### config.mk
export PLATFORM = sky130hd
export DESIGN_NAME = json_string_unescaper_flat
export DESIGN_NICKNAME = d
export VERILOG_FILES = /design/src/hdl/jsu_pkg.sv /design/src/hdl/jsu_in_if.sv /design/src/hdl/jsu_out_if.sv /design/src/hdl/jsu_decode.sv /design/src/hdl/jsu_result_fifo.sv /design/src/hdl/json_string_unescaper.sv /design/src/flat_wrapper.sv
export SDC_FILE = /design/constraint.sdc
export NUM_CORES = 1
export LEC_CHECK = 0
export CAP_MARGIN = 20
export CORE_UTILIZATION = 55
export DETAILED_ROUTE_END_ITERATION = 7
export DONT_BUFFER_PORTS = 1
export GPL_ROUTABILITY_DRIVEN = 0
export PLACE_DENSITY = 0.73
export SYNTH_ARGS = -nofsm -noshare
export SYNTH_HDL_FRONTEND = slang
export SYNTH_HIERARCHICAL = 1
export SYNTH_SLANG_ARGS = --single-unit
### constraint.sdc
create_clock -name clk -period 11.22 [get_ports clk]
set_input_delay 2.805 -clock clk [delete_from_list [all_inputs] [get_ports clk]]
set_output_delay 2.805 -clock clk [all_outputs]
set_load 0.05 [all_outputs]
### src/hdl/jsu_pkg.sv
// Shared types, constants and helpers for the JSON string unescaper.
// Used by the hdl/ design files other than the two interfaces. No dependencies.
package jsu_pkg;

    localparam int unsigned RES_MAX   = 3;     // most results one request can cause
    localparam int unsigned FIFO_DEPTH = 8;
    localparam int unsigned PTR_W     = $clog2(FIFO_DEPTH);
    localparam int unsigned CNT_W     = $clog2(FIFO_DEPTH + 1);
    localparam int unsigned RES_N_W   = $clog2(RES_MAX + 1);

    localparam logic [15:0] LIMIT_RESET = 16'd4090;

    localparam logic [7:0] CH_NUL    = 8'h00;
    localparam logic [7:0] CH_QUOTE  = 8'h22;
    localparam logic [7:0] CH_BSLASH = 8'h5C;
    localparam logic [7:0] CH_N      = 8'h6E;
    localparam logic [7:0] CH_R      = 8'h72;
    localparam logic [7:0] CH_T      = 8'h74;
    localparam logic [7:0] CH_B      = 8'h62;
    localparam logic [7:0] CH_F      = 8'h66;
    localparam logic [7:0] CH_U      = 8'h75;

    localparam logic [7:0] BYTE_LF = 8'h0A;
    localparam logic [7:0] BYTE_CR = 8'h0D;
    localparam logic [7:0] BYTE_HT = 8'h09;
    localparam logic [7:0] BYTE_BS = 8'h08;
    localparam logic [7:0] BYTE_FF = 8'h0C;

    localparam logic [15:0] UTF8_1B_LIMIT = 16'h0080;
    localparam logic [15:0] UTF8_2B_LIMIT = 16'h0800;

    typedef enum logic [2:0] {
        MODE_NORMAL = 3'd0,
        MODE_ESC    = 3'd1,
        MODE_HEX1   = 3'd2,
        MODE_HEX2   = 3'd3,
        MODE_HEX3   = 3'd4,
        MODE_HEX4   = 3'd5,
        MODE_DONE   = 3'd6
    } mode_t;

    typedef enum logic [1:0] {
        CAUSE_QUOTE = 2'd0,
        CAUSE_TERM  = 2'd1,
        CAUSE_LIMIT = 2'd2
    } cause_t;

    typedef struct packed {
        logic [7:0] out_byte;
        logic       has_byte;
        logic       run_last;
        logic       string_done;
        cause_t     end_cause;
    } res_t;

    // Bundle of results pushed into the result queue in one cycle.
    typedef struct packed {
        logic [RES_N_W-1:0] n;
        res_t [RES_MAX-1:0] res;
    } push_t;

    // Non-hex bytes count as zero.
    function automatic logic [3:0] hex_val(input logic [7:0] c);
        logic [7:0] d;
        d = 8'h00;
        if (c inside {[8'h30:8'h39]})
        begin
            d = c - 8'h30;
        end
        else if (c inside {[8'h61:8'h66]})
        begin
            d = c - 8'h57;
        end
        else if (c inside {[8'h41:8'h46]})
        begin
            d = c - 8'h37;
        end
        return d[3:0];
    endfunction

endpackage

### src/hdl/jsu_in_if.sv
// Request channel into the unescaper: one raw string byte per request.
// Standalone; no package dependency.
interface jsu_in_if;
    logic       valid;
    logic       ready;
    logic [7:0] in_byte;
    logic       first_byte;

    modport source (output valid, output in_byte, output first_byte, input ready);
    modport sink   (input valid, input in_byte, input first_byte, output ready);
endinterface

### src/hdl/jsu_out_if.sv
// Result channel out of the unescaper: one decoded byte or status per result.
// Standalone; no package dependency.
interface jsu_out_if;
    logic       valid;
    logic       ready;
    logic [7:0] out_byte;
    logic       has_byte;
    logic       run_last;
    logic       string_done;
    logic [1:0] end_cause;

    modport source (output valid, output out_byte, output has_byte, output run_last,
                    output string_done, output end_cause, input ready);
    modport sink   (input valid, input out_byte, input has_byte, input run_last,
                    input string_done, input end_cause, output ready);
endinterface

### src/hdl/jsu_decode.sv
// Parse state and single-pass decode of one registered input byte.
// Depends on jsu_pkg.
module jsu_decode (
    input  logic           clk,
    input  logic           rst_n,
    input  logic           advance,
    input  logic [7:0]     byte_in,
    input  logic           first,
    input  logic [15:0]    limit,
    output jsu_pkg::push_t push
);

    jsu_pkg::mode_t mode_reg, mode_next;
    logic [15:0]    cp_reg, cp_next;
    logic [16:0]    cnt_reg, cnt_next;

    jsu_pkg::mode_t eff_mode;
    logic [15:0]    eff_cp;
    logic [16:0]    eff_cnt;
    logic [15:0]    cp_hex;
    logic [1:0]     cnt_add;

    // A first byte restarts the string before this byte is looked at.
    assign eff_mode = first ? jsu_pkg::MODE_NORMAL : mode_reg;
    assign eff_cp   = first ? 16'h0000 : cp_reg;
    assign eff_cnt  = first ? 17'h00000 : cnt_reg;
    assign cp_hex   = {eff_cp[11:0], jsu_pkg::hex_val(byte_in)};
    assign cnt_next = eff_cnt + {15'd0, cnt_add};

    // next state
    always_comb
    begin
        mode_next = eff_mode;
        cp_next   = eff_cp;
        case (eff_mode)
            jsu_pkg::MODE_NORMAL:
            begin
                if (byte_in == jsu_pkg::CH_NUL || byte_in == jsu_pkg::CH_QUOTE ||
                    eff_cnt >= {1'b0, limit})
                begin
                    mode_next = jsu_pkg::MODE_DONE;
                end
                else if (byte_in == jsu_pkg::CH_BSLASH)
                begin
                    mode_next = jsu_pkg::MODE_ESC;
                end
            end
            jsu_pkg::MODE_ESC:
            begin
                if (byte_in == jsu_pkg::CH_NUL)
                begin
                    mode_next = jsu_pkg::MODE_DONE;
                end
                else if (byte_in == jsu_pkg::CH_U)
                begin
                    mode_next = jsu_pkg::MODE_HEX1;
                    cp_next   = 16'h0000;
                end
                else
                begin
                    mode_next = jsu_pkg::MODE_NORMAL;
                end
            end
            jsu_pkg::MODE_HEX1, jsu_pkg::MODE_HEX2, jsu_pkg::MODE_HEX3, jsu_pkg::MODE_HEX4:
            begin
                if (byte_in == jsu_pkg::CH_NUL)
                begin
                    mode_next = jsu_pkg::MODE_DONE;
                end
                else
                begin
                    cp_next = cp_hex;
                    if (eff_mode == jsu_pkg::MODE_HEX4)
                    begin
                        mode_next = jsu_pkg::MODE_NORMAL;
                    end
                    else
                    begin
                        mode_next = jsu_pkg::mode_t'(eff_mode + 3'd1);
                    end
                end
            end
            default:
            begin
                mode_next = eff_mode;   // done (and the unused code) sticks
            end
        endcase
    end

    // results
    always_comb
    begin
        push    = '0;
        cnt_add = 2'd0;
        case (eff_mode)
            jsu_pkg::MODE_NORMAL:
            begin
                if (byte_in == jsu_pkg::CH_NUL)
                begin
                    push.n                     = 2'd1;
                    push.res[0].string_done    = 1'b1;
                    push.res[0].end_cause      = jsu_pkg::CAUSE_TERM;
                end
                else if (eff_cnt >= {1'b0, limit})
                begin
                    push.n                     = 2'd1;
                    push.res[0].string_done    = 1'b1;
                    push.res[0].end_cause      = jsu_pkg::CAUSE_LIMIT;
                end
                else if (byte_in == jsu_pkg::CH_QUOTE)
                begin
                    push.n                     = 2'd1;
                    push.res[0].string_done    = 1'b1;
                    push.res[0].end_cause      = jsu_pkg::CAUSE_QUOTE;
                end
                else if (byte_in != jsu_pkg::CH_BSLASH)
                begin
                    push.n                  = 2'd1;
                    push.res[0].out_byte    = byte_in;
                    push.res[0].has_byte    = 1'b1;
                    cnt_add                 = 2'd1;
                end
            end
            jsu_pkg::MODE_ESC:
            begin
                if (byte_in != jsu_pkg::CH_U)
                begin
                    push.n               = 2'd1;
                    push.res[0].has_byte = 1'b1;
                    cnt_add              = 2'd1;
                    case (byte_in)
                        jsu_pkg::CH_NUL:
                        begin
                            // dangling backslash is kept and ends the string
                            push.res[0].out_byte    = jsu_pkg::CH_BSLASH;
                            push.res[0].string_done = 1'b1;
                            push.res[0].end_cause   = jsu_pkg::CAUSE_TERM;
                        end
                        jsu_pkg::CH_N: push.res[0].out_byte = jsu_pkg::BYTE_LF;
                        jsu_pkg::CH_R: push.res[0].out_byte = jsu_pkg::BYTE_CR;
                        jsu_pkg::CH_T: push.res[0].out_byte = jsu_pkg::BYTE_HT;
                        jsu_pkg::CH_B: push.res[0].out_byte = jsu_pkg::BYTE_BS;
                        jsu_pkg::CH_F: push.res[0].out_byte = jsu_pkg::BYTE_FF;
                        default:       push.res[0].out_byte = byte_in;
                    endcase
                end
            end
            jsu_pkg::MODE_HEX1, jsu_pkg::MODE_HEX2, jsu_pkg::MODE_HEX3, jsu_pkg::MODE_HEX4:
            begin
                if (byte_in == jsu_pkg::CH_NUL)
                begin
                    push.n                  = 2'd1;
                    push.res[0].string_done = 1'b1;
                    push.res[0].end_cause   = jsu_pkg::CAUSE_TERM;
                end
                else if (eff_mode == jsu_pkg::MODE_HEX4)
                begin
                    push.res[0].has_byte = 1'b1;
                    push.res[1].has_byte = 1'b1;
                    push.res[2].has_byte = 1'b1;
                    if (cp_hex < jsu_pkg::UTF8_1B_LIMIT)
                    begin
                        push.n               = 2'd1;
                        cnt_add              = 2'd1;
                        push.res[0].out_byte = cp_hex[7:0];
                        push.res[1].has_byte = 1'b0;
                        push.res[2].has_byte = 1'b0;
                    end
                    else if (cp_hex < jsu_pkg::UTF8_2B_LIMIT)
                    begin
                        push.n               = 2'd2;
                        cnt_add              = 2'd2;
                        push.res[0].out_byte = {3'b110, cp_hex[10:6]};
                        push.res[1].out_byte = {2'b10, cp_hex[5:0]};
                        push.res[2].has_byte = 1'b0;
                    end
                    else
                    begin
                        push.n               = 2'd3;
                        cnt_add              = 2'd3;
                        push.res[0].out_byte = {4'b1110, cp_hex[15:12]};
                        push.res[1].out_byte = {2'b10, cp_hex[11:6]};
                        push.res[2].out_byte = {2'b10, cp_hex[5:0]};
                    end
                end
            end
            default:
            begin
                push.n = 2'd0;
            end
        endcase
        for (int i = 0; i < jsu_pkg::RES_MAX; i++)
        begin
            push.res[i].run_last = (push.n == jsu_pkg::RES_N_W'(i + 1));
        end
    end

    always_ff @(posedge clk or negedge rst_n)
    begin
        if (!rst_n)
        begin
            mode_reg <= jsu_pkg::MODE_NORMAL;
            cp_reg   <= 16'h0000;
            cnt_reg  <= 17'h00000;
        end
        else if (advance)
        begin
            mode_reg <= mode_next;
            cp_reg   <= cp_next;
            cnt_reg  <= cnt_next;
        end
    end

`ifndef SYNTHESIS
    a_done_after_end: assert property (@(posedge clk) disable iff (!rst_n)
        (advance && push.n == 2'd1 && push.res[0].string_done)
        |=> (mode_reg == jsu_pkg::MODE_DONE))
        else $error("string end did not park the parser");

    a_done_silent: assert property (@(posedge clk) disable iff (!rst_n)
        (mode_reg == jsu_pkg::MODE_DONE && !first) |-> (push.n == 2'd0))
        else $error("result produced after string end");

    a_count_step: assert property (@(posedge clk) disable iff (!rst_n)
        (advance && !first && eff_mode != jsu_pkg::MODE_DONE)
        |=> (cnt_reg - $past(cnt_reg) <= 17'd3))
        else $error("output count jumped");
`endif

endmodule

### src/hdl/jsu_result_fifo.sv
// Result queue: takes up to three results per cycle, delivers one per cycle when ready.
// Depends on jsu_pkg and jsu_out_if.
module jsu_result_fifo (
    input  logic                clk,
    input  logic                rst_n,
    input  logic                push_en,
    input  jsu_pkg::push_t      push,
    output logic                room,
    jsu_out_if.source           out_ch
);

    jsu_pkg::res_t                  mem [jsu_pkg::FIFO_DEPTH];
    logic [jsu_pkg::PTR_W-1:0]      wr_ptr_reg, wr_ptr_next;
    logic [jsu_pkg::PTR_W-1:0]      rd_ptr_reg, rd_ptr_next;
    logic [jsu_pkg::CNT_W-1:0]      count_reg, count_next;
    logic [jsu_pkg::RES_N_W-1:0]    n_push;
    logic                           pop;
    jsu_pkg::res_t                  head;

    assign n_push = push_en ? push.n : '0;
    assign pop    = out_ch.valid && out_ch.ready;
    // room for a full burst, regardless of this cycle's pop
    assign room   = count_reg <= jsu_pkg::CNT_W'(jsu_pkg::FIFO_DEPTH - jsu_pkg::RES_MAX);

    assign wr_ptr_next = wr_ptr_reg + jsu_pkg::PTR_W'(n_push);
    assign rd_ptr_next = rd_ptr_reg + jsu_pkg::PTR_W'(pop);
    assign count_next  = count_reg + jsu_pkg::CNT_W'(n_push) - jsu_pkg::CNT_W'(pop);

    always_ff @(posedge clk)
    begin
        for (int i = 0; i < jsu_pkg::RES_MAX; i++)
        begin
            if (jsu_pkg::RES_N_W'(i) < n_push)
            begin
                mem[wr_ptr_reg + jsu_pkg::PTR_W'(i)] <= push.res[i];
            end
        end
    end

    always_ff @(posedge clk or negedge rst_n)
    begin
        if (!rst_n)
        begin
            wr_ptr_reg <= '0;
            rd_ptr_reg <= '0;
            count_reg  <= '0;
        end
        else
        begin
            wr_ptr_reg <= wr_ptr_next;
            rd_ptr_reg <= rd_ptr_next;
            count_reg  <= count_next;
        end
    end

    assign head               = mem[rd_ptr_reg];
    assign out_ch.valid       = count_reg != '0;
    assign out_ch.out_byte    = head.out_byte;
    assign out_ch.has_byte    = head.has_byte;
    assign out_ch.run_last    = head.run_last;
    assign out_ch.string_done = head.string_done;
    assign out_ch.end_cause   = head.end_cause;

`ifndef SYNTHESIS
    a_no_overflow: assert property (@(posedge clk) disable iff (!rst_n)
        count_reg <= jsu_pkg::CNT_W'(jsu_pkg::FIFO_DEPTH))
        else $error("result queue overflow");

    a_push_needs_room: assert property (@(posedge clk) disable iff (!rst_n)
        (push_en && push.n != '0) |-> room)
        else $error("push without room");

    a_ptr_gap: assert property (@(posedge clk) disable iff (!rst_n)
        (count_reg != jsu_pkg::CNT_W'(jsu_pkg::FIFO_DEPTH))
        |-> (jsu_pkg::PTR_W'(wr_ptr_reg - rd_ptr_reg) == count_reg[jsu_pkg::PTR_W-1:0]))
        else $error("queue pointers disagree with count");
`endif

endmodule

### src/hdl/json_string_unescaper.sv
// JSON string unescaper. Feed the bytes of a string body, one per request,
// starting right after the opening quote; set first_byte on the first byte
// of each string. Each request yields zero to three results: an escape
// prefix (backslash, or \u hex digits other than the last) yields none,
// a plain byte or simple escape yields one, and a \u escape yields its
// one to three UTF-8 bytes on the last hex digit. The string ends at the
// closing quote, a zero terminator, or when output_limit bytes have been
// emitted and a new element starts; the end is reported as a result with
// string_done set (carrying the backslash if one precedes the terminator).
// After the end, bytes are ignored until the next first_byte. run_last
// marks the final result of each request. The block takes a request every
// cycle unless stalled; a request is decoded while in the input register,
// its results enter an 8-entry result queue as it leaves that register,
// and they drain at one per cycle while the receiver is ready. Input
// stalls only while the input register holds a request and the queue has
// fewer than three free entries, so the sustained rate is set by the
// one-result-per-cycle output port. output_limit resets to 4090 and
// should be written only while idle.
module json_string_unescaper (
    input  logic        clk,
    input  logic        rst_n,
    input  logic        cfg_wr_en,
    input  logic [15:0] cfg_wr_data,
    jsu_in_if.sink      in_ch,
    jsu_out_if.source   out_ch
);

    // output_limit register
    logic [15:0]    limit_reg;

    // input register stage
    logic           in_valid_reg, in_valid_next;
    logic [7:0]     in_byte_reg;
    logic           first_reg;

    logic           in_accept;
    logic           room;
    logic           advance;
    jsu_pkg::push_t push;

    always_ff @(posedge clk or negedge rst_n)
    begin
        if (!rst_n)
        begin
            limit_reg <= jsu_pkg::LIMIT_RESET;
        end
        else if (cfg_wr_en)
        begin
            limit_reg <= cfg_wr_data;
        end
    end

    // The held request moves on once the queue can absorb a full burst.
    assign advance     = in_valid_reg && room;
    assign in_ch.ready = !in_valid_reg || room;
    assign in_accept   = in_ch.valid && in_ch.ready;

    always_comb
    begin
        in_valid_next = in_valid_reg;
        if (in_accept)
        begin
            in_valid_next = 1'b1;
        end
        else if (advance)
        begin
            in_valid_next = 1'b0;
        end
    end

    always_ff @(posedge clk or negedge rst_n)
    begin
        if (!rst_n)
        begin
            in_valid_reg <= 1'b0;
        end
        else
        begin
            in_valid_reg <= in_valid_next;
        end
    end

    // payload needs no reset
    always_ff @(posedge clk)
    begin
        if (in_accept)
        begin
            in_byte_reg <= in_ch.in_byte;
            first_reg   <= in_ch.first_byte;
        end
    end

    jsu_decode u_decode (
        .clk     (clk),
        .rst_n   (rst_n),
        .advance (advance),
        .byte_in (in_byte_reg),
        .first   (first_reg),
        .limit   (limit_reg),
        .push    (push)
    );

    jsu_result_fifo u_fifo (
        .clk     (clk),
        .rst_n   (rst_n),
        .push_en (advance),
        .push    (push),
        .room    (room),
        .out_ch  (out_ch)
    );

`ifndef SYNTHESIS
    a_hold_when_full: assert property (@(posedge clk) disable iff (!rst_n)
        (in_valid_reg && !room) |=> (in_valid_reg && $stable(in_byte_reg)
                                     && $stable(first_reg)))
        else $error("held request lost while queue full");

    a_ready_when_empty: assert property (@(posedge clk) disable iff (!rst_n)
        !in_valid_reg |-> in_ch.ready)
        else $error("input stalled with empty input register");

    a_limit_write: assert property (@(posedge clk) disable iff (!rst_n)
        cfg_wr_en |=> (limit_reg == $past(cfg_wr_data)))
        else $error("limit write not taken");
`endif

endmodule

### src/flat_wrapper.sv
// flat-port wrapper written by rule: the top's interface ports become plain ports
module json_string_unescaper_flat 
  (clk, rst_n, cfg_wr_en, cfg_wr_data, in_ch_valid, in_ch_in_byte, in_ch_first_byte, in_ch_ready, out_ch_valid, out_ch_out_byte, out_ch_has_byte, out_ch_run_last, out_ch_string_done, out_ch_end_cause, out_ch_ready);
  jsu_in_if in_ch_i ();
  jsu_out_if out_ch_i ();
  input  logic clk;
  input  logic rst_n;
  input  logic cfg_wr_en;
  input  logic [15:0] cfg_wr_data;
  input wire logic [$bits(in_ch_i.valid)-1:0] in_ch_valid;
  input wire logic [$bits(in_ch_i.in_byte)-1:0] in_ch_in_byte;
  input wire logic [$bits(in_ch_i.first_byte)-1:0] in_ch_first_byte;
  output wire logic [$bits(in_ch_i.ready)-1:0] in_ch_ready;
  output wire logic [$bits(out_ch_i.valid)-1:0] out_ch_valid;
  output wire logic [$bits(out_ch_i.out_byte)-1:0] out_ch_out_byte;
  output wire logic [$bits(out_ch_i.has_byte)-1:0] out_ch_has_byte;
  output wire logic [$bits(out_ch_i.run_last)-1:0] out_ch_run_last;
  output wire logic [$bits(out_ch_i.string_done)-1:0] out_ch_string_done;
  output wire logic [$bits(out_ch_i.end_cause)-1:0] out_ch_end_cause;
  input wire logic [$bits(out_ch_i.ready)-1:0] out_ch_ready;
  assign in_ch_i.valid = in_ch_valid;
  assign in_ch_i.in_byte = in_ch_in_byte;
  assign in_ch_i.first_byte = in_ch_first_byte;
  assign in_ch_ready = in_ch_i.ready;
  assign out_ch_valid = out_ch_i.valid;
  assign out_ch_out_byte = out_ch_i.out_byte;
  assign out_ch_has_byte = out_ch_i.has_byte;
  assign out_ch_run_last = out_ch_i.run_last;
  assign out_ch_string_done = out_ch_i.string_done;
  assign out_ch_end_cause = out_ch_i.end_cause;
  assign out_ch_i.ready = out_ch_ready;
  json_string_unescaper u_core (.clk(clk), .rst_n(rst_n), .cfg_wr_en(cfg_wr_en), .cfg_wr_data(cfg_wr_data), .in_ch(in_ch_i), .out_ch(out_ch_i));
endmodule
==> results.py <==
metrics = {
    "run_status": {
        "status": "finished with violations",
        "violations": "design-rule violations",
    },
    "cts": {
        "cts_max_level": 4,
        "cts_buffers": 17,
        "cts_resized": 0,
        "clock_sinks": 172,
        "clock_latency_ps": 440,
        "cts_tree": "built",
        "cts_buffer_depth": 2,
        "post_cts_buffers": 0,
        "cts.root.buffer_cell": "clkbuf_16",
        "path_clk_slew_ps": 70,
        "ctsHoldBuffers": 0,
    },
    "layout": {
        "largest_register_ffs": 104,
        "drive_gt1_share_pct": 11.6,
        "diodes": 0,
        "regArea_um2": 4880,
        "fill_cells": 1801,
        "layout_commonest_cell": "nand3_1",
        "final_nets": 1207,
        "areaGrowthSynthToFinish_pct": 2.08,
        "multiInputGateArea_um2": 6060,
        "final_cell_mix": "121 x nand3_1, 115 x nor3_1, 113 x edfxtp_1",
    },
    "power_and_ir_drop": {
        "total_power_w": 0.00301,
        "power_frac_seq_pct": 32.1,
        "leakagePower_nw": 4.20,
        "peakVddDrop_mv": 0.158,
        "p_per_area_nw_per_um2": 246,
        "clockPowerShare_pct": 20.0,
        "power_frac_comb_pct": 47.9,
        "switchingPower_w": 0.00140,
        "p_sw_share_pct": 46.6,
        "p_int_w": 0.00161,
    },
    "floorplanning": {
        "start_util_pct": 56.5,
        "core_um2": 21200,
        "die_area_um2": 22400,
        "fp.dieW_um": 150,
        "die_h_um": 150,
        "ios": 45,
        "rows": 53,
    },
    "synth": {
        "netlist_area_um2": 12000,
        "seq_area_frac_synth_pct": 40.7,
        "synth-seq-cells": 172,
        "yosys.cell_types.count": 87,
        "syn_inst": 1253,
        "async_flop_share_pct": 34.3,
        "synth-edff-count": 113,
        "synthFlopType": "edfxtp_1",
        "yosysWarningCount": 6,
        "avgSynthCellArea_um2": 9.57,
    },
    "setup_path": {
        "critPathRequiredTime_ps": 8420,
        "critPathLaunch": "u_core/u_fifo/rd_ptr_reg[1]",
        "crit_buf_inv": 0,
        "path_depth": 2,
        "path_delay_family": "flip-flops",
        "crit_type": "reg2out",
        "reg2reg_depth": 15,
        "crit_chain": "mux4_1 > mux2_2",
        "critical_path.max_stage_delay_ps": 1060,
        "worstSetupEndpointType": "primary output",
        "cp.arrival_ps": 2370,
        "path_max_fanout": 27,
        "start_kind": "register",
        "reg2reg_from": "u_core/first_reg",
        "critPathSlowestCell": "dfrtp_1",
    },
    "routing": {
        "routedWlPerCell_um": 23.5,
        "vias": 10023,
        "firstDrtPassIters": 8,
        "drt_drc_violations_left": 2,
        "detail-route-antenna-nets": 0,
        "drt_iter0_drc": 2005,
        "drt-total-wl_um": 33600,
        "viasPerCell": 7.01,
    },
    "timing": {
        "slew_headroom_pct": 19.3,
        "tns_ps": 0,
        "slew_viol_final": 0,
        "max_freq_mhz": 193,
        "hold_viol": 0,
        "finalSetupViolCount": 0,
        "period_needed_ps": 5170,
        "post-route-period-util_pct": 46.1,
        "rsz0062_at_grt": "no",
        "clock_skew_ps": 10.2,
        "worstMarginPinSlew_ps": 1210,
    },
    "run": {
        "max_cap_viol_count": 0,
    },
    "global_route": {
        "grt_overflow": 0,
        "grt_pass1_vias": 8952,
        "grt_max_degree": 105,
        "grt_util_all_layers_pct": 31.1,
        "antenna_found_initial": 2,
        "grt_pass1_wl_um": 52500,
    },
    "hold_path": {
        "hold_start": "u_core/limit_reg[13]",
        "hold_depth": 1,
        "min_path_type": "reg2reg",
    },
    "place": {
        "portBuffers": 0,
        "place_hpwl_um": 22600,
    },
}
layer usage:
| metal | vias up | track usage [%] | wire [um] |
|---|---|---|---|
| li1 | 4479 | - | - |
| met3 | 106 | 7.90 | 4410 |
| met4 | 4 | 10.6 | 1080 |
| met1 | 4682 | 43.7 | 13300 |
| met5 | - | 0 | 32 |
| met2 | 752 | 46.6 | 14800 |
through the flow:
step | worst slack [ps] | area [um^2] | cells | utilization [%] | hold slack, ps
after global placement | 6420 | 11600 | 1395 | 54.7 | 492
after CTS | 6020 | 12200 | 1427 | 57.6 | 514
after global routing | 5870 | 12200 | 1429 | 57.7 | 523
final | 6050 | 12200 | 1429 | 57.7 | 510
after floorplan | 6500 | 12000 | 1260 | - | 477
after detailed placement | 6300 | 11600 | 1395 | 54.7 | 497
cells by family after synthesis:
| logic type | count (synthesis) | synth area share [%] |
|---|---|---|
| XOR/XNOR | 17 | 1.46 |
| adder cells (fa/ha/maj) | 36 | 3.94 |
| other | 1 | 0.0313 |
| buffers and inverters | 212 | 9.07 |
| AO/OA/AOI/OAI | 340 | 17.6 |
| flip-flops | 172 | 40.7 |
| AND/OR/NAND/NOR | 417 | 18.7 |
| multiplexers | 58 | 8.44 |
synth_stat cells, drive strengths merged, types with 4 or more instances:
master / instances / area share (%)
o21ai: 120 / 5.0
dfstp: 10 / 2.2
a21oi: 28 / 1.2
mux2: 31 / 3.2
nor3: 115 / 4.8
xor2: 8 / 0.74
edfxtp: 113 / 28
a22oi: 13 / 0.98
dfrtp: 49 / 10
nand2b: 15 / 0.78
mux4: 26 / 5.1
buf: 88 / 5.2
ha: 33 / 3.4
nand2: 44 / 1.4
or3: 6 / 0.40
nor2: 33 / 1.0
nor2b: 17 / 0.89
a22o: 4 / 0.29
nand3: 122 / 5.1
nor3b: 4 / 0.25
a21o: 10 / 0.63
inv: 58 / 1.8
o211ai: 6 / 0.38
and2: 7 / 0.37
a221o: 4 / 0.33
a31oi: 106 / 5.6
clkbuf: 66 / 2.1
nor4: 5 / 0.39
and3: 11 / 0.62
or2: 14 / 0.77
xnor2: 9 / 0.72
o22ai: 17 / 0.89
nand4: 6 / 0.37
area by class of cell:
cell class / instances / area share (%)
multi-input combinational: 876 / 49.5
clock inverter: 15 / 1.43
inverter: 58 / 1.78
timing repair buffer: 16 / 1.10
clock buffer: 17 / 3.47
sequential: 172 / 39.9
tap: 275 / 2.81
path summary, 6_finish.rpt:
| check | to | slack, ps |
|---|---|---|
| worst min-delay path | u_core/limit_reg[13] | 510 |
| min in group asynchronous | u_core/u_fifo/rd_ptr_reg[1] | 2060 |
| worst min register to register | u_core/limit_reg[13] | 510 |
| worst max-delay path | out_ch_out_byte[0] | 6050 |
| worst max register to register | u_core/u_fifo/mem[2][10] | 6180 |
| max in group asynchronous | u_core/limit_reg[4] | 8950 |
power by group through the flow:
stage	Combinational, W	Clock, W	Sequential (W)
after global placement	0.00137	0	0.000973
after detailed placement	0.00139	0	0.000979
after CTS	0.00139	0.000616	0.000966
final	0.00144	0.000602	0.000967
after global routing	0.00154	0.000638	0.000985
after floorplan	0.00127	0	0.000890
(Power assumes the default switching activity.)
